`config.mk`:
```
export PLATFORM = sky130hd
export DESIGN_NAME = png_chunk_framer_crc32
export DESIGN_NICKNAME = d
export VERILOG_FILES = /design/src/rtl/pcf_pkg.sv /design/src/rtl/pcf_front.sv /design/src/rtl/pcf_cmd_queue.sv /design/src/rtl/pcf_back.sv /design/src/rtl/png_chunk_framer_crc32.sv
export VERILOG_INCLUDE_DIRS = /design/src /design/src/rtl
export SDC_FILE = /design/constraint.sdc
export NUM_CORES = 1
export LEC_CHECK = 0
export BUFFER_PORTS_ARGS = -buffer_cell sky130_fd_sc_hd__buf_4
export CAP_MARGIN = 20
export CORE_UTILIZATION = 51
export DETAILED_ROUTE_END_ITERATION = 8
export PLACE_DENSITY_LB_ADDON = 0.15
export REMOVE_ABC_BUFFERS = 1
export SKIP_LAST_GASP = 1
export SLEW_MARGIN = 20
export SYNTH_ARGS = -nofsm -noshare
export SYNTH_HDL_FRONTEND = slang
export SYNTH_HIERARCHICAL = 1
export SYNTH_SLANG_ARGS = --single-unit
export TNS_END_PERCENT = 30
```
`constraint.sdc`:
```
create_clock -name clk -period 6.31 [get_ports clk]
set_clock_uncertainty 0.15 [all_clocks]
set_input_delay 0.3155 -clock clk [delete_from_list [all_inputs] [get_ports clk]]
set_output_delay 0.3155 -clock clk [all_outputs]
set_load 0.02 [all_outputs]
```
`src/rtl/png_chunk_framer_crc32_assert.svh`:
```
// Assertion macros for the PNG chunk framer RTL.
// Included by modules that carry concurrent checks; no dependencies.
`ifndef PNG_CHUNK_FRAMER_CRC32_ASSERT_SVH
`define PNG_CHUNK_FRAMER_CRC32_ASSERT_SVH

// same-cycle implication
`define PCF_ASSERT_IMP(name, clk, rst_n, ante, cons) \
    name: assert property (@(posedge clk) disable iff (!rst_n) (ante) |-> (cons)) \
        else $error("pcf: same-cycle check failed");

// next-cycle implication
`define PCF_ASSERT_NXT(name, clk, rst_n, ante, cons) \
    name: assert property (@(posedge clk) disable iff (!rst_n) (ante) |=> (cons)) \
        else $error("pcf: next-cycle check failed");

`endif

```
`src/rtl/pcf_pkg.sv`:
```
// Shared types, constants and the CRC-32 byte step for the PNG chunk framer.
// No dependencies.
package pcf_pkg;

    localparam int LEN_W           = 31;
    localparam int TYPE_W          = 32;
    localparam int BYTE_W          = 8;
    localparam int CMD_QUEUE_DEPTH = 2;
    localparam int STEP_W          = 4;

    localparam logic [31:0] CRC_POLY = 32'hEDB8_8320;
    localparam logic [31:0] CRC_ONES = 32'hFFFF_FFFF;

    localparam logic [STEP_W-1:0] FIRST_STEP = 4'd0;
    localparam logic [STEP_W-1:0] TYPE_STEP  = 4'd4;
    localparam logic [STEP_W-1:0] DATA_STEP  = 4'd7;
    localparam logic [STEP_W-1:0] LAST_STEP  = 4'd11;

    typedef enum logic {
        CMD_BEGIN = 1'b0,
        CMD_DATA  = 1'b1
    } cmd_kind_t;

    typedef enum logic [1:0] {
        SEC_LENGTH = 2'd0,
        SEC_TYPE   = 2'd1,
        SEC_DATA   = 2'd2,
        SEC_CRC    = 2'd3
    } section_t;

    typedef enum logic [1:0] {
        SEG_LENGTH = 2'd0,
        SEG_BODY   = 2'd1,
        SEG_CRC    = 2'd2,
        SEG_NONE   = 2'd3
    } segment_t;

    typedef struct packed {
        cmd_kind_t          kind;
        logic               crc_follows;
        logic [LEN_W-1:0]   length;
        logic [TYPE_W-1:0]  word;
    } cmd_t;

    function automatic logic [31:0] crc_byte(input logic [31:0] c_in,
                                             input logic [7:0] b);
        logic [31:0] c;
        c = c_in ^ {24'd0, b};
        for (int k = 0; k < 8; k++)
        begin
            c = c[0] ? (CRC_POLY ^ (c >> 1)) : (c >> 1);
        end
        return c;
    endfunction

endpackage

```
`src/rtl/pcf_front.sv`:
```
// Front end: accepts input transactions, tracks the open chunk and issues commands.
// Depends on pcf_pkg.
module pcf_front (
    input  logic                       clk,
    input  logic                       rst_n,
    input  logic                       push,
    output logic                       full,
    input  logic                       func,
    input  logic [pcf_pkg::LEN_W-1:0]  chunk_length,
    input  logic [pcf_pkg::TYPE_W-1:0] chunk_type,
    input  logic [pcf_pkg::BYTE_W-1:0] data_byte,
    input  logic                       q_full,
    output logic                       q_wr,
    output pcf_pkg::cmd_t              q_cmd
);
    import pcf_pkg::*;

    logic             open_reg, open_next;
    logic [LEN_W-1:0] remain_reg, remain_next;
    logic [LEN_W-1:0] remain_dec;
    logic             accept;

    assign full       = q_full;
    assign accept     = push && !q_full;
    assign remain_dec = remain_reg - LEN_W'(1);

    always_comb
    begin
        open_next   = open_reg;
        remain_next = remain_reg;
        q_wr        = 1'b0;
        q_cmd       = '{kind: CMD_BEGIN, crc_follows: 1'b0,
                        length: chunk_length, word: chunk_type};
        if (accept)
        begin
            if (func == 1'b0)
            begin
                q_wr              = 1'b1;
                q_cmd.crc_follows = (chunk_length == '0);
                open_next         = (chunk_length != '0);
                remain_next       = chunk_length;
            end
            else if (open_reg)
            begin
                q_wr              = 1'b1;
                q_cmd.kind        = CMD_DATA;
                q_cmd.word        = {{(TYPE_W-BYTE_W){1'b0}}, data_byte};
                q_cmd.crc_follows = (remain_dec == '0);
                open_next         = (remain_dec != '0);
                remain_next       = remain_dec;
            end
        end
    end

    always_ff @(posedge clk or negedge rst_n)
    begin
        if (!rst_n)
        begin
            open_reg   <= 1'b0;
            remain_reg <= '0;
        end
        else
        begin
            open_reg   <= open_next;
            remain_reg <= remain_next;
        end
    end

endmodule

```
`src/rtl/pcf_cmd_queue.sv`:
```
// Small register-based FIFO of commands between front and back ends.
// Depends on pcf_pkg.
module pcf_cmd_queue #(
    parameter int DEPTH = pcf_pkg::CMD_QUEUE_DEPTH
) (
    input  logic          clk,
    input  logic          rst_n,
    input  logic          wr,
    input  pcf_pkg::cmd_t wr_cmd,
    output logic          q_full,
    input  logic          rd,
    output logic          q_empty,
    output pcf_pkg::cmd_t rd_cmd
);
    import pcf_pkg::*;

    localparam int IDX_W = (DEPTH > 1) ? $clog2(DEPTH) : 1;

    cmd_t           mem_reg [DEPTH];
    logic [IDX_W:0] wr_ptr_reg, wr_ptr_next;
    logic [IDX_W:0] rd_ptr_reg, rd_ptr_next;

    assign q_empty = (wr_ptr_reg == rd_ptr_reg);
    assign q_full  = (wr_ptr_reg[IDX_W] != rd_ptr_reg[IDX_W]) &&
                     (wr_ptr_reg[IDX_W-1:0] == rd_ptr_reg[IDX_W-1:0]);
    assign rd_cmd  = mem_reg[rd_ptr_reg[IDX_W-1:0]];

    assign wr_ptr_next = wr_ptr_reg + (IDX_W+1)'(1);
    assign rd_ptr_next = rd_ptr_reg + (IDX_W+1)'(1);

    always_ff @(posedge clk)
    begin
        if (wr && !q_full)
        begin
            mem_reg[wr_ptr_reg[IDX_W-1:0]] <= wr_cmd;
        end
    end

    always_ff @(posedge clk or negedge rst_n)
    begin
        if (!rst_n)
        begin
            wr_ptr_reg <= '0;
            rd_ptr_reg <= '0;
        end
        else
        begin
            if (wr && !q_full)
            begin
                wr_ptr_reg <= wr_ptr_next;
            end
            if (rd && !q_empty)
            begin
                rd_ptr_reg <= rd_ptr_next;
            end
        end
    end

endmodule

```
`src/rtl/pcf_back.sv`:
```
// Back end: sequences chunk bytes, runs the CRC-32 and holds the result register.
// Depends on pcf_pkg and png_chunk_framer_crc32_assert.svh.
module pcf_back (
    input  logic                       clk,
    input  logic                       rst_n,
    input  logic                       q_empty,
    input  pcf_pkg::cmd_t              q_cmd,
    output logic                       q_rd,
    output logic                       empty,
    input  logic                       pop,
    output logic [pcf_pkg::BYTE_W-1:0] out_byte,
    output logic [1:0]                 section,
    output logic                       chunk_end,
    output logic                       item_last
);
    import pcf_pkg::*;
    `include "png_chunk_framer_crc32_assert.svh"

    logic              cur_valid_reg;
    cmd_t              cur_cmd_reg;
    logic [STEP_W-1:0] step_reg;
    logic [31:0]       crc_reg;

    logic              out_valid_reg;
    logic [BYTE_W-1:0] out_byte_reg;
    section_t          section_reg;
    logic              chunk_end_reg;
    logic              item_last_reg;

    logic              advance, emit, last_step, load;
    segment_t          seg;
    logic [31:0]       src_word;
    logic [1:0]        lane;
    logic [BYTE_W-1:0] cur_byte;
    section_t          cur_sec;
    logic [31:0]       crc_in;

    assign advance   = !out_valid_reg || pop;
    assign emit      = cur_valid_reg && advance;
    assign last_step = (step_reg == DATA_STEP && !cur_cmd_reg.crc_follows) ||
                       (step_reg == LAST_STEP);
    assign load      = !q_empty && (!cur_valid_reg || (emit && last_step));
    assign q_rd      = load;

    assign seg  = segment_t'(step_reg[3:2]);
    assign lane = 2'd3 - step_reg[1:0];

    always_comb
    begin
        case (seg)
            SEG_LENGTH: src_word = {1'b0, cur_cmd_reg.length};
            SEG_BODY:   src_word = cur_cmd_reg.word;
            SEG_CRC:    src_word = crc_reg ^ CRC_ONES;
            default:    src_word = crc_reg ^ CRC_ONES;
        endcase
    end

    always_comb
    begin
        if (cur_cmd_reg.kind == CMD_DATA && seg == SEG_BODY)
        begin
            cur_byte = cur_cmd_reg.word[BYTE_W-1:0];
        end
        else
        begin
            cur_byte = src_word[{lane, 3'b000} +: BYTE_W];
        end
    end

    always_comb
    begin
        case (seg)
            SEG_LENGTH: cur_sec = SEC_LENGTH;
            SEG_BODY:   cur_sec = (cur_cmd_reg.kind == CMD_DATA) ? SEC_DATA : SEC_TYPE;
            SEG_CRC:    cur_sec = SEC_CRC;
            default:    cur_sec = SEC_CRC;
        endcase
    end

    assign crc_in = (cur_cmd_reg.kind == CMD_BEGIN && step_reg == TYPE_STEP) ?
                    CRC_ONES : crc_reg;

    always_ff @(posedge clk or negedge rst_n)
    begin
        if (!rst_n)
        begin
            cur_valid_reg <= 1'b0;
            step_reg      <= FIRST_STEP;
            crc_reg       <= CRC_ONES;
            out_valid_reg <= 1'b0;
        end
        else
        begin
            if (load)
            begin
                cur_valid_reg <= 1'b1;
                step_reg      <= (q_cmd.kind == CMD_DATA) ? DATA_STEP : FIRST_STEP;
            end
            else if (emit)
            begin
                cur_valid_reg <= !last_step;
                step_reg      <= step_reg + STEP_W'(1);
            end
            if (emit && seg == SEG_BODY)
            begin
                crc_reg <= crc_byte(crc_in, cur_byte);
            end
            if (advance)
            begin
                out_valid_reg <= cur_valid_reg;
            end
        end
    end

    always_ff @(posedge clk)
    begin
        if (load)
        begin
            cur_cmd_reg <= q_cmd;
        end
        if (emit)
        begin
            out_byte_reg  <= cur_byte;
            section_reg   <= cur_sec;
            chunk_end_reg <= (step_reg == LAST_STEP);
            item_last_reg <= last_step;
        end
    end

    assign empty     = !out_valid_reg;
    assign out_byte  = out_byte_reg;
    assign section   = section_reg;
    assign chunk_end = chunk_end_reg;
    assign item_last = item_last_reg;

    `PCF_ASSERT_IMP(a_step_range, clk, rst_n, cur_valid_reg, step_reg <= LAST_STEP)
    `PCF_ASSERT_IMP(a_data_step, clk, rst_n, cur_valid_reg && cur_cmd_reg.kind == CMD_DATA,
                    step_reg >= DATA_STEP)
    `PCF_ASSERT_IMP(a_end_is_last, clk, rst_n, out_valid_reg && chunk_end_reg,
                    item_last_reg && section_reg == SEC_CRC)
    `PCF_ASSERT_NXT(a_keep_busy, clk, rst_n, emit && !last_step, cur_valid_reg)

endmodule

```
`src/rtl/png_chunk_framer_crc32.sv`:
```
// PNG chunk framer with CRC-32, top level.
// Depends on pcf_pkg, pcf_front, pcf_cmd_queue and pcf_back.
//
// Input queue port (push/full): func=0 begins a chunk from chunk_length and
// chunk_type, func=1 carries one data_byte. Output queue port (empty/pop):
// one byte of the chunk stream per transaction with its section, chunk_end
// on the last CRC byte and item_last on the last byte of an input transaction.
// Data bytes with no chunk open produce nothing.
// Path: an accepted transaction is written into the command queue, loaded into
// the back end's current command register, and each byte is registered into
// the output register. Throughput: the back end emits one byte per cycle while
// its output byte is popped or empty; a data transaction yields 1 byte, the last
// one 5, a begin 8 and a zero-length begin 12. The command queue
// (CMD_QUEUE_DEPTH entries) absorbs input while a header or trailer is being sent.
// Reset: asynchronous, clears the open chunk, the queue and the output.
// Stall: while the output byte is not popped the back end holds it; the
// front end keeps accepting until the command queue fills, then raises full.
module png_chunk_framer_crc32 #(
    parameter int CMD_QUEUE_DEPTH = pcf_pkg::CMD_QUEUE_DEPTH
) (
    input  logic                       clk,
    input  logic                       rst_n,
    input  logic                       push,
    output logic                       full,
    input  logic                       func,
    input  logic [pcf_pkg::LEN_W-1:0]  chunk_length,
    input  logic [pcf_pkg::TYPE_W-1:0] chunk_type,
    input  logic [pcf_pkg::BYTE_W-1:0] data_byte,
    output logic                       empty,
    input  logic                       pop,
    output logic [pcf_pkg::BYTE_W-1:0] out_byte,
    output logic [1:0]                 section,
    output logic                       chunk_end,
    output logic                       item_last
);
    import pcf_pkg::*;

    logic q_full, q_empty, q_wr, q_rd;
    cmd_t wr_cmd, rd_cmd;

    pcf_front u_front (
        .clk          (clk),
        .rst_n        (rst_n),
        .push         (push),
        .full         (full),
        .func         (func),
        .chunk_length (chunk_length),
        .chunk_type   (chunk_type),
        .data_byte    (data_byte),
        .q_full       (q_full),
        .q_wr         (q_wr),
        .q_cmd        (wr_cmd)
    );

    pcf_cmd_queue #(
        .DEPTH (CMD_QUEUE_DEPTH)
    ) u_queue (
        .clk     (clk),
        .rst_n   (rst_n),
        .wr      (q_wr),
        .wr_cmd  (wr_cmd),
        .q_full  (q_full),
        .rd      (q_rd),
        .q_empty (q_empty),
        .rd_cmd  (rd_cmd)
    );

    pcf_back u_back (
        .clk       (clk),
        .rst_n     (rst_n),
        .q_empty   (q_empty),
        .q_cmd     (rd_cmd),
        .q_rd      (q_rd),
        .empty     (empty),
        .pop       (pop),
        .out_byte  (out_byte),
        .section   (section),
        .chunk_end (chunk_end),
        .item_last (item_last)
    );

endmodule
```
==> metrics.txt, run 1 <==
Clock power frac=17.2%; PwrDens=600 mW/mm2; initial core utilization=51.9%; RSZ-0062 raised after global routing=no; run status=finished, final reports clean; P_int=0.00597 W; max reg flops=130; FILL cells=2091; WP data arrival=4.60 ns; DP HPWL=19.6 mm; Reg clk slew, reported paths=0.06 ns; Area growth syn-to-layout=16.9%; Worst setup SP type=flop; root buffer cell=clkbuf_16; initial antenna violation count=0; final setup fails=0; DRC viols=0; Synth cell types=93; largest net degree at the start of global routing=76; first-pass GRT wire length=48.7 mm; setup TNS=0 ns; drt total wl=30.5 mm; full die area=0.0281 mm2; fmax=234 MHz; Core ar.=0.0270 mm2; fin. max-slew vios=0; Synth Area per Inst=13.0 um2; CTS Sinks=281; Hold WS=0.184 ns; Post-CTS Resized=0; Final Cycle Share=67.8%; Vias=8834; Post-Synthesis Cells=1079; worst IR drop on VDD=0.415 mV; CP Max Fanout=23; CTS max path bufs=3; Total GRT Usage=22.3%; vias in the first global route=8898; Seq pwr share=33.1%; switching pwr=0.00384 W; CP endpoint kind=flop; NumNets Final=1276; utilization after layout=60.6%; Post-synth EDFFs=207; # diodes=0; worst setup path category=reg2reg; layout cells sized above 1=24.1%; number of iterations in the first detailed-routing pass=5; ys async rst share=26.3%; Rel. slew slack=31.5%; Synth Register Bits=281; fraction of power spent switching nets=39.1%; Synth Warn #=6; Post-CTS Hold Buffers=73; # IOs=90; P_leak=5.83 nW; most common flop cell mapped by yosys=edfxtp_1; data required time at the worst endpoint=6.64 ns; input/output buffers=89; FP Rows=60; DIE HEIGHT=168 um; sequential area share after synthesis=58.0%; Antenna Nets Post-Route=0; initial DRC count=686; Syn Std Cell Area=0.0140 mm2; via-per-instance ratio=5.67; GRT overflow=0; die width=168 um; Fin. Hold Viols=0; CTS Buf Count=29; actual slew at the worst max-slew pin=1.03 ns; Post-CTS Setup Bufs=0; max cap viols=0; crit path time final=4.28 ns; Combinational Power Share=49.7%; Hold WC Path Type=in2reg; H-Tree Depth=1; WL per Instance=19.5 um; CTS tree=yes; GP Congestion=0.889; clk_lat worst skew=0.56 ns
## power groups by stage
stage | clock (W) | combinational, W | sequential, W
2_1_floorplan | 0 | 0.00355 | 0.00335
3_3_place_gp | 0 | 0.00480 | 0.00326
3_5_place_dp | 0 | 0.00485 | 0.00327
4_1_cts | 0.00172 | 0.00491 | 0.00324
5_1_grt | 0.00179 | 0.00534 | 0.00332
6_report | 0.00168 | 0.00488 | 0.00325
## metal layers
| layer | vias to the layer above | share of wire (%) | GRT usage, % |
|---|---|---|---|
| li1 | 4217 | - | - |
| met1 | 4334 | 45 | 30.4 |
| met2 | 238 | 49 | 37.8 |
| met3 | 45 | 4.2 | 2.62 |
| met4 | 0 | 2.4 | 6.22 |
| met5 | - | 0 | 0 |
## cells in the mapped netlist (all sizes together), types with 3 or more instances
master,n,share of area (%)
nand2,79,2.1
mux2,89,7.2
edfxtp,207,44
xnor2,49,3.1
o32ai,4,0.25
or2,3,0.13
ha,4,0.36
and4,3,0.21
a21o,4,0.21
or4,8,0.48
a31oi,3,0.18
dfstp,32,6.0
a22oi,11,0.59
o21ai,54,2.0
nand4,10,0.55
a22o,3,0.19
dfrtp,42,7.5
and2,26,1.2
a21oi,59,2.2
nor3b,4,0.29
o221ai,3,0.19
nor2,54,1.5
nor4,17,0.98
o22ai,18,0.81
nand3,14,0.63
clkbuf,34,0.91
mux4,10,1.6
o22a,6,0.38
or3,9,0.40
a2111o,3,0.24
nand2b,9,0.40
nor3,14,0.62
nor2b,5,0.22
mux2i,32,2.3
buf,56,3.2
inv,16,0.43
o211ai,8,0.66
nand4b,5,0.31
xor2,35,2.8
a211oi,5,0.27
## area by class of cell
cell class                      instances  area (um2)  share of cell area [%]
Clock buffer                           35         778                    4.76
Clock inverter                         18         168                    1.03
Inverter                               17        63.8                   0.390
Multi-Input combinational cell        691        5280                    32.3
Sequential cell                       281        8110                    49.6
Tap cell                              341         427                    2.61
Timing Repair Buffer                  176        1520                    9.28
## worst max-delay path: stages, from the launching register on
cell and delay (ns):
dfrtp_1 0.84, nor4bb_4 0.80, buf_4 0.38, o21ai_0 0.10, o211ai_1 0.54, xor2_2 0.25
xnor2_1 0.42, xnor3_1 0.46, mux2_2 0.26
## stage by stage
stage	power [W]	instance area, um2	worst slack [ns]	std cells
after floorplan	0.00690	13400	-0.990	989
after global placement	0.00806	14700	2.21	1433
after detailed placement	0.00812	14700	2.07	1433
after CTS	0.00987	16300	2.07	1559
after global routing	0.0105	16300	1.60	1559
final	0.00981	16300	2.03	1559
## path summary, 6_finish.rpt
| kind | startpoint | endpoint | slack (ns) | cells past startpoint |
|---|---|---|---|---|
| worst max-delay path | u_back/step_reg[2]$_DFFE_PN0P_ | u_back/crc_reg[19]$_DFFE_PN1P_ | 2.03 | 8 |
| worst min-delay path | func | u_front/remain_reg[25]$_DFFE_PN0P_ | 0.18 | 2 |
| worst max register to register | u_back/step_reg[2]$_DFFE_PN0P_ | u_back/crc_reg[19]$_DFFE_PN1P_ | 2.03 | 8 |
| worst min register to register | u_back/crc_reg[10]$_DFFE_PN1P_ | u_back/crc_reg[10]$_DFFE_PN1P_ | 0.34 | 2 |
| max in group asynchronous | rst_n | u_queue/rd_ptr_reg[0]$_DFFE_PN0P_ | 4.81 | 3 |
| min in group asynchronous | rst_n | u_back/crc_reg[24]$_DFFE_PN1P_ | 0.29 | 2 |
## cell families (layout without fill, tap and decap cells)
kind of cell / count (synthesis) / count (layout) / synth area share (%)
fa+ha+maj: 4 / 4 / 0.358
xor+xnor: 85 / 85 / 5.99
simple gates: 271 / 271 / 10.7
flops: 281 / 281 / 58.0
mux: 131 / 131 / 11.1
buf+inv: 107 / 246 / 4.54
compound gates: 200 / 200 / 9.35
## cells in the final DEF, fill, tap and decap left out, types with 32 or more instances in the layout
master and count:
nor2_1 53, edfxtp_1 207, xnor2_1 49, dlygate4sd3_1 73, o21ai_0 50, buf_4 102
mux2_2 62, a21oi_1 55, nand2_1 79, dfstp_2 32, dfrtp_1 41
(Power assumes the default switching activity.)
==> run 2, diff against run 1 <==
==> constraint.sdc (replaced) <==
create_clock -name clk -period 3.6 [get_ports clk]
set_clock_uncertainty 0.15 [all_clocks]
set_input_delay 0.18 -clock clk [delete_from_list [all_inputs] [get_ports clk]]
set_output_delay 0.18 -clock clk [all_outputs]
set_load 0.02 [all_outputs]
==> run 2 against run 1 <==
  * Cell count increased by 2.1%
  * Sequential share of layout area is 0.95 points lower
  * Non-clock buffer count up 30
  * Maximum frequency increased by 27%
  * First-iteration DRC count down 14%
  * Sequential power rose by 76%
  * Critical path depth grew 1
  * Register-to-register slack worse by 1.8 ns
  * Critical path type unchanged
  * Critical endpoint is now u_queue/mem_reg[1][5]$_DFFE_PP_
  * Highest routed layer unchanged
==> metrics.txt, run 2 (synthesis gave the netlist of run 1 again) <==
run status=finished, final reports clean; max reg flops=130 (unchanged); initial antenna violation count=0 (unchanged); PwrDens=1060 mW/mm2 (+77%); Seq pwr share=32.3% (-0.8 points); fraction of power spent switching nets=37.9% (-1.2 points); worst slack, placed=0.355 ns (-1.71 ns); largest net degree at the start of global routing=76 (unchanged); Hold WC Path Type=in2reg; data required time at the worst endpoint=3.75 ns (-2.89 ns); switching pwr=0.00671 W (+75%); most common cell after layout, fill and taps aside=edfxtp_1; most frequent cells in the layout=edfxtp_1, buf_4, nand2_1; clk_lat worst skew=0.57 ns (about the same); Vias=8991 (+1.8%); root buffer cell=clkbuf_16; Crit path max-delay family=buffers and inverters; Area growth syn-to-layout=19.2%; crit-path max cell delay=0.57 ns (-0.27 ns); drt total wl=30.7 mm (+0.68%); Core ar.=0.0270 mm2 (unchanged); Fin. Hold Viols=0 (unchanged); WP data arrival=3.51 ns (-1.09 ns); CTS max path bufs=3 (unchanged); Combinational Power Share=50.8% (+1.1 points); via-per-instance ratio=5.65 (-0.33%); CTS tree=yes; Buf/Inv on CP=3 (+2); DIE HEIGHT=168 um (unchanged); Tot Pwr=0.0177 W (+81%); number of iterations in the first detailed-routing pass=5 (unchanged); Placed Instances=1462 (+2.0%); initial core utilization=51.9% (unchanged); FILL cells=2077 (-0.67%); Post-CTS Setup Bufs=0 (unchanged); fmax=297 MHz (+27%); Rel. slew slack=32.6% (+1.0 points); FP Rows=60 (unchanged); Total GRT Usage=22.2% (-0.085 points); Clock power frac=16.9% (-0.3 points); P_int=0.0110 W (+84%); CTS Sinks=281 (unchanged); actual slew at the worst max-slew pin=1.01 ns (-0.0157 ns); full die area=0.0281 mm2 (unchanged); input/output buffers=89 (unchanged); P_leak=6.01 nW (+3.1%); final setup fails=0 (unchanged); fin. max-slew vios=0 (unchanged); die width=168 um (unchanged); final setup margin=0.231 ns (-1.80 ns); max cap viols=0 (unchanged); crit-path most repeated cell=nand2b_1; worst setup path category=reg2reg; worst IR drop on VDD=0.962 mV (+130%); GRT overflow=0 (unchanged); first-pass GRT wire length=48.7 mm (about the same); register area=0.00811 mm2 (unchanged); DRC viols=0 (unchanged); multi-input logic area=0.00528 mm2 (unchanged); CP Max Fanout=22 (-4.3%); Antenna Nets Post-Route=0 (unchanged); H-Tree Depth=1 (unchanged); Final Cycle Share=93.6% (+26 points); Worst setup SP type=flop; CP endpoint kind=flop; Post-CTS Resized=0 (unchanged); worst path cell trace=xnor2_1, nor2_1, nand2b_1, nand2b_1, inv_2, nand2_1, buf_12, mux2_2, dlygate4sd3_1; initial DRC count=591 (-14%); NumNets Final=1307 (+2.4%); layout cells sized above 1=25.6% (+1.5 points); Post-CTS Hold Buffers=74 (+1.4%); setup TNS=0 ns (unchanged); # diodes=0 (unchanged); Reg clk slew, reported paths=0.06 ns (about the same); Hold WS=0.0244 ns (-0.159 ns); CTS Buf Count=30 (+3.4%); Post-Layout Cell Count=1592 (+2.1%); vias in the first global route=8933 (+0.39%); CP max-delay cell=dlygate4sd3_1; DP HPWL=20.4 mm (+4.1%); WL per Instance=19.3 um (-1.4%); RSZ-0062 raised after global routing=no; crit path time final=3.37 ns (-0.909 ns); GP Congestion=0.900 (+1.2%); # IOs=90 (unchanged)
-- run 2: final timing paths --
path	startpoint	cells after the start	slack, ns	endpoint
max	u_queue/rd_ptr_reg[1]$_DFFE_PN0P_	9	0.23	u_queue/mem_reg[1][5]$_DFFE_PP_
min	push	4	0.02	u_front/open_reg$_DFFE_PN0P_
max reg2reg	u_queue/rd_ptr_reg[1]$_DFFE_PN0P_	9	0.23	u_queue/mem_reg[1][5]$_DFFE_PP_
min reg2reg	u_back/crc_reg[9]$_DFFE_PN1P_	2	0.35	u_back/crc_reg[9]$_DFFE_PN1P_
max in group asynchronous	rst_n	3	2.34	u_back/crc_reg[1]$_DFFE_PN1P_
min in group asynchronous	rst_n	2	0.18	u_back/step_reg[2]$_DFFE_PN0P_
-- run 2: power by group through the flow --
stage	combinational [W]	clock, W	sequential (W)
3_5_place_dp	0.00897	0	0.00576
6_report	0.00900	0.00299	0.00573
5_1_grt	0.00986	0.00316	0.00585
2_1_floorplan	0.00622	0	0.00588
4_1_cts	0.00908	0.00306	0.00572
3_3_place_gp	0.00887	0	0.00574
-- run 2: worst reg2reg max path, cell delays in order (launching register included) --
cell           delay (ns)
dfrtp_1              0.44
xnor2_1              0.32
nor2_1               0.11
nand2b_1             0.23
nand2b_1             0.22
inv_2                0.08
nand2_1              0.38
buf_12               0.33
mux2_2               0.28
dlygate4sd3_1        0.57
-- run 2: metrics by stage --
step                util, %  cell area, um2
global placement       55.5           14900
CTS                    61.8           16700
finish                 61.8           16700
global route           61.8           16700
floorplan                 -           13400
detailed placement     55.5           14900
-- run 2: layer usage --
layer | GRT usage [%] | up-vias | share of wire (%)
met5 | 0 | - | 0
met4 | 3.79 | 0 | 1.5
met3 | 2.46 | 34 | 3.8
met2 | 39.4 | 203 | 51
met1 | 29.8 | 4471 | 44
li1 | - | 4283 | -
-- run 2: area by class of cell --
| cell class | count | area share (%) |
|---|---|---|
| clock buffer | 41 | 4.93 |
| multi-input combinational | 691 | 31.7 |
| clock inverter | 15 | 0.923 |
| tap | 341 | 2.56 |
| inverter | 17 | 0.383 |
| sequential | 281 | 48.7 |
| timing repair buffer | 206 | 10.8 |
==> run 3, diff against run 2 <==
--- a/config.mk
+++ b/config.mk
@@ -8,7 +8,10 @@
 export LEC_CHECK = 0
 export BUFFER_PORTS_ARGS = -buffer_cell sky130_fd_sc_hd__buf_4
 export CAP_MARGIN = 20
-export CORE_UTILIZATION = 51
+export CELL_PAD_IN_SITES_DETAIL_PLACEMENT = 0
+export CELL_PAD_IN_SITES_GLOBAL_PLACEMENT = 2
+export CORE_ASPECT_RATIO = 0.75
+export CORE_UTILIZATION = 39
 export DETAILED_ROUTE_END_ITERATION = 8
 export PLACE_DENSITY_LB_ADDON = 0.15
 export REMOVE_ABC_BUFFERS = 1
@@ -18,4 +21,4 @@
 export SYNTH_HDL_FRONTEND = slang
 export SYNTH_HIERARCHICAL = 1
 export SYNTH_SLANG_ARGS = --single-unit
-export TNS_END_PERCENT = 30
+export TNS_END_PERCENT = 20
==> run 3 against run 2 <==
  * Via count up 0.23%
  * The flow now finishes with violations (design-rule violations)
  * Hold slack improved by 0.072 ns
  * Global-route usage fell by 2.1 points
  * Critical endpoint is now u_queue/mem_reg[1][7]$_DFFE_PP_
  * Clock power increased by 7.4%
  * Power rose by 4.3%
  * Wire length grew 17%
  * Worst setup slack got worse by 0.0093 ns
  * Count of clock-buffer cells in the layout rose by 3
  * Utilization is 14 points lower
  * Highest routed layer unchanged
==> metrics.txt, run 3 (synthesis gave the netlist of run 1 again) <==
fmax=296 MHz (-0.27%); Core ar.=0.0350 mm2 (+30%); number of iterations in the first detailed-routing pass=7 (+2); Vias=9012 (+0.23%); Fin. Hold Viols=0 (unchanged); multi-input logic area=0.00529 mm2 (+0.19%); root buffer cell=clkbuf_16; largest net degree at the start of global routing=72 (-5.3%); PwrDens=1100 mW/mm2 (+3.1%); worst path cell trace=xnor2_2, nor2_2, nand2b_1, nand2b_1, inv_4, nand2_1, buf_4, mux2_2, dlygate4sd3_1; GRT overflow=0 (unchanged); input/output buffers=89 (unchanged); setup TNS=0 ns (unchanged); FP Rows=59 (-1.7%); P_leak=6.03 nW (+0.33%); Total GRT Usage=20.1% (-2.1 points); fin. max-slew vios=0 (unchanged); max cap viols=0 (unchanged); Design Area, Final=0.0168 mm2 (+1.1%); via-per-instance ratio=5.28 (-6.6%); failing checks=design-rule violations; full die area=0.0366 mm2 (+30%); CP Max Fanout=23 (+4.5%); clk_lat worst skew=0.56 ns (about the same); crit-path most repeated cell=nand2b_1; DRC viols=4 (+4); register area=0.00811 mm2 (about the same); Post-CTS Setup Bufs=0 (unchanged); # IOs=90 (unchanged); CTS max path bufs=3 (unchanged); die width=221 um (+32%); Post-Layout Cell Count=1708 (+7.3%); actual slew at the worst max-slew pin=1.07 ns (+0.0570 ns); Rel. slew slack=28.8% (-3.8 points); crit path time final=3.38 ns (+0.00929 ns); Antenna Nets Post-Route=0 (unchanged); layout cells sized above 1=25.7% (+0.16 points); Buf/Inv on CP=3 (unchanged); # diodes=0 (unchanged); Final Cycle Share=93.8% (+0.26 points); Hold WS=0.0964 ns (+0.0720 ns); CP endpoint kind=flop; worst setup path category=reg2reg; H-Tree Depth=1 (unchanged); final setup fails=0 (unchanged); GP Congestion=0.831 (-7.6%); CTS tree=yes; WL per Instance=20.9 um (+8.6%); run status=complete, but fails checks; DP Area=0.0151 mm2 (+0.82%); RSZ-0062 raised after global routing=no; crit-path max cell delay=0.60 ns (+0.03 ns); Reg clk slew, reported paths=0.06 ns (about the same); drt total wl=35.8 mm (+17%); data required time at the worst endpoint=3.75 ns (about the same); DIE HEIGHT=166 um (-0.95%); most frequent cells in the layout=edfxtp_1, buf_4, nand2_1; WP data arrival=3.53 ns (+0.02 ns); max reg flops=130 (unchanged); initial core utilization=40.0% (-12 points); Area growth syn-to-layout=20.5%; Hold WC Path Type=in2reg; initial DRC count=599 (+1.4%); Placed Instances=1578 (+7.9%); NumNets Final=1307 (unchanged); CTS Buf Count=30 (unchanged); vias in the first global route=8801 (-1.5%); worst IR drop on VDD=0.817 mV (-15%); CP max-delay cell=dlygate4sd3_1; first-pass GRT wire length=55.6 mm (+14%); Crit path max-delay family=buffers and inverters; DP HPWL=24.4 mm (+20%); FILL cells=3127 (+51%); initial antenna violation count=1 (+1); most common cell after layout, fill and taps aside=edfxtp_1; CTS Sinks=281 (unchanged); Worst setup SP type=flop
[run 3: cell count changes in the layout (fill, tap and decap cells not counted), sizes merged]
cell,change
clkinv,-4
clkbuf,+3
bufinv,+2
clkinvlp,-1
[run 3: stage by stage]
stage	total power [W]	utilization, %	setup WS (ns)
2_1_floorplan	0.0121	-	-3.70
3_3_place_gp	0.0153	43.1	0.248
3_5_place_dp	0.0152	43.1	0.254
4_1_cts	0.0186	48.1	0.0181
5_1_grt	0.0198	48.2	0.00507
6_report	0.0185	48.2	0.222
[run 3: final cells by class]
type                    instances  area share, %
flip-flops and latches        281           48.2
multi-input cells             691           31.4
repair buffers                206           10.6
clock buffers                  44           5.08
well taps                     457           3.39
clock inverters                12          0.995
inverters                      17          0.394
[run 3: routing by layer]
layer | global-route usage, % | wire length [um]
met5 | 0 | 0
met3 | 2.80 | 1720
met4 | 3.87 | 617
met2 | 26.9 | 14200
met1 | 33.7 | 19300
[run 3: timing repair]
action	in CTS	in global routing
resized for setup	0	5
endpoints found under the setup margin	0	16
hold buffers	74	0
endpoints found under the hold margin	202	0
[run 3: worst register-to-register path, delay by kind of cell (launching register included)]
| family | cells | cell delay, ns |
|---|---|---|
| multiplexers | 1 | 0.38 |
| XOR/XNOR | 1 | 0.21 |
| AND/OR/NAND/NOR | 4 | 0.94 |
| flip-flops | 1 | 0.46 |
| buffers and inverters | 3 | 0.99 |
[run 3: final timing paths]
check / from / end / slack, ns / cells after the start
setup / recovery: u_queue/rd_ptr_reg[1]$_DFFE_PN0P_ / u_queue/mem_reg[1][7]$_DFFE_PP_ / 0.22 / 9
hold / removal: push / u_front/open_reg$_DFFE_PN0P_ / 0.1 / 4
setup reg to reg: u_queue/rd_ptr_reg[1]$_DFFE_PN0P_ / u_queue/mem_reg[1][7]$_DFFE_PP_ / 0.22 / 9
hold reg to reg: u_back/crc_reg[23]$_DFFE_PN1P_ / u_back/crc_reg[23]$_DFFE_PN1P_ / 0.34 / 2
max in group asynchronous: rst_n / u_back/crc_reg[10]$_DFFE_PN1P_ / 2.26 / 3
min in group asynchronous: rst_n / u_front/remain_reg[4]$_DFFE_PN0P_ / 0.13 / 2
[run 3: power breakdown]
group          internal, W  switching [W]  total [W]  leakage (nW)
Sequential         0.00494       0.000801    0.00574          2.71
Clock              0.00193        0.00127    0.00321         0.494
Combinational      0.00438        0.00516    0.00953          2.82
Total               0.0112        0.00723     0.0185          6.03
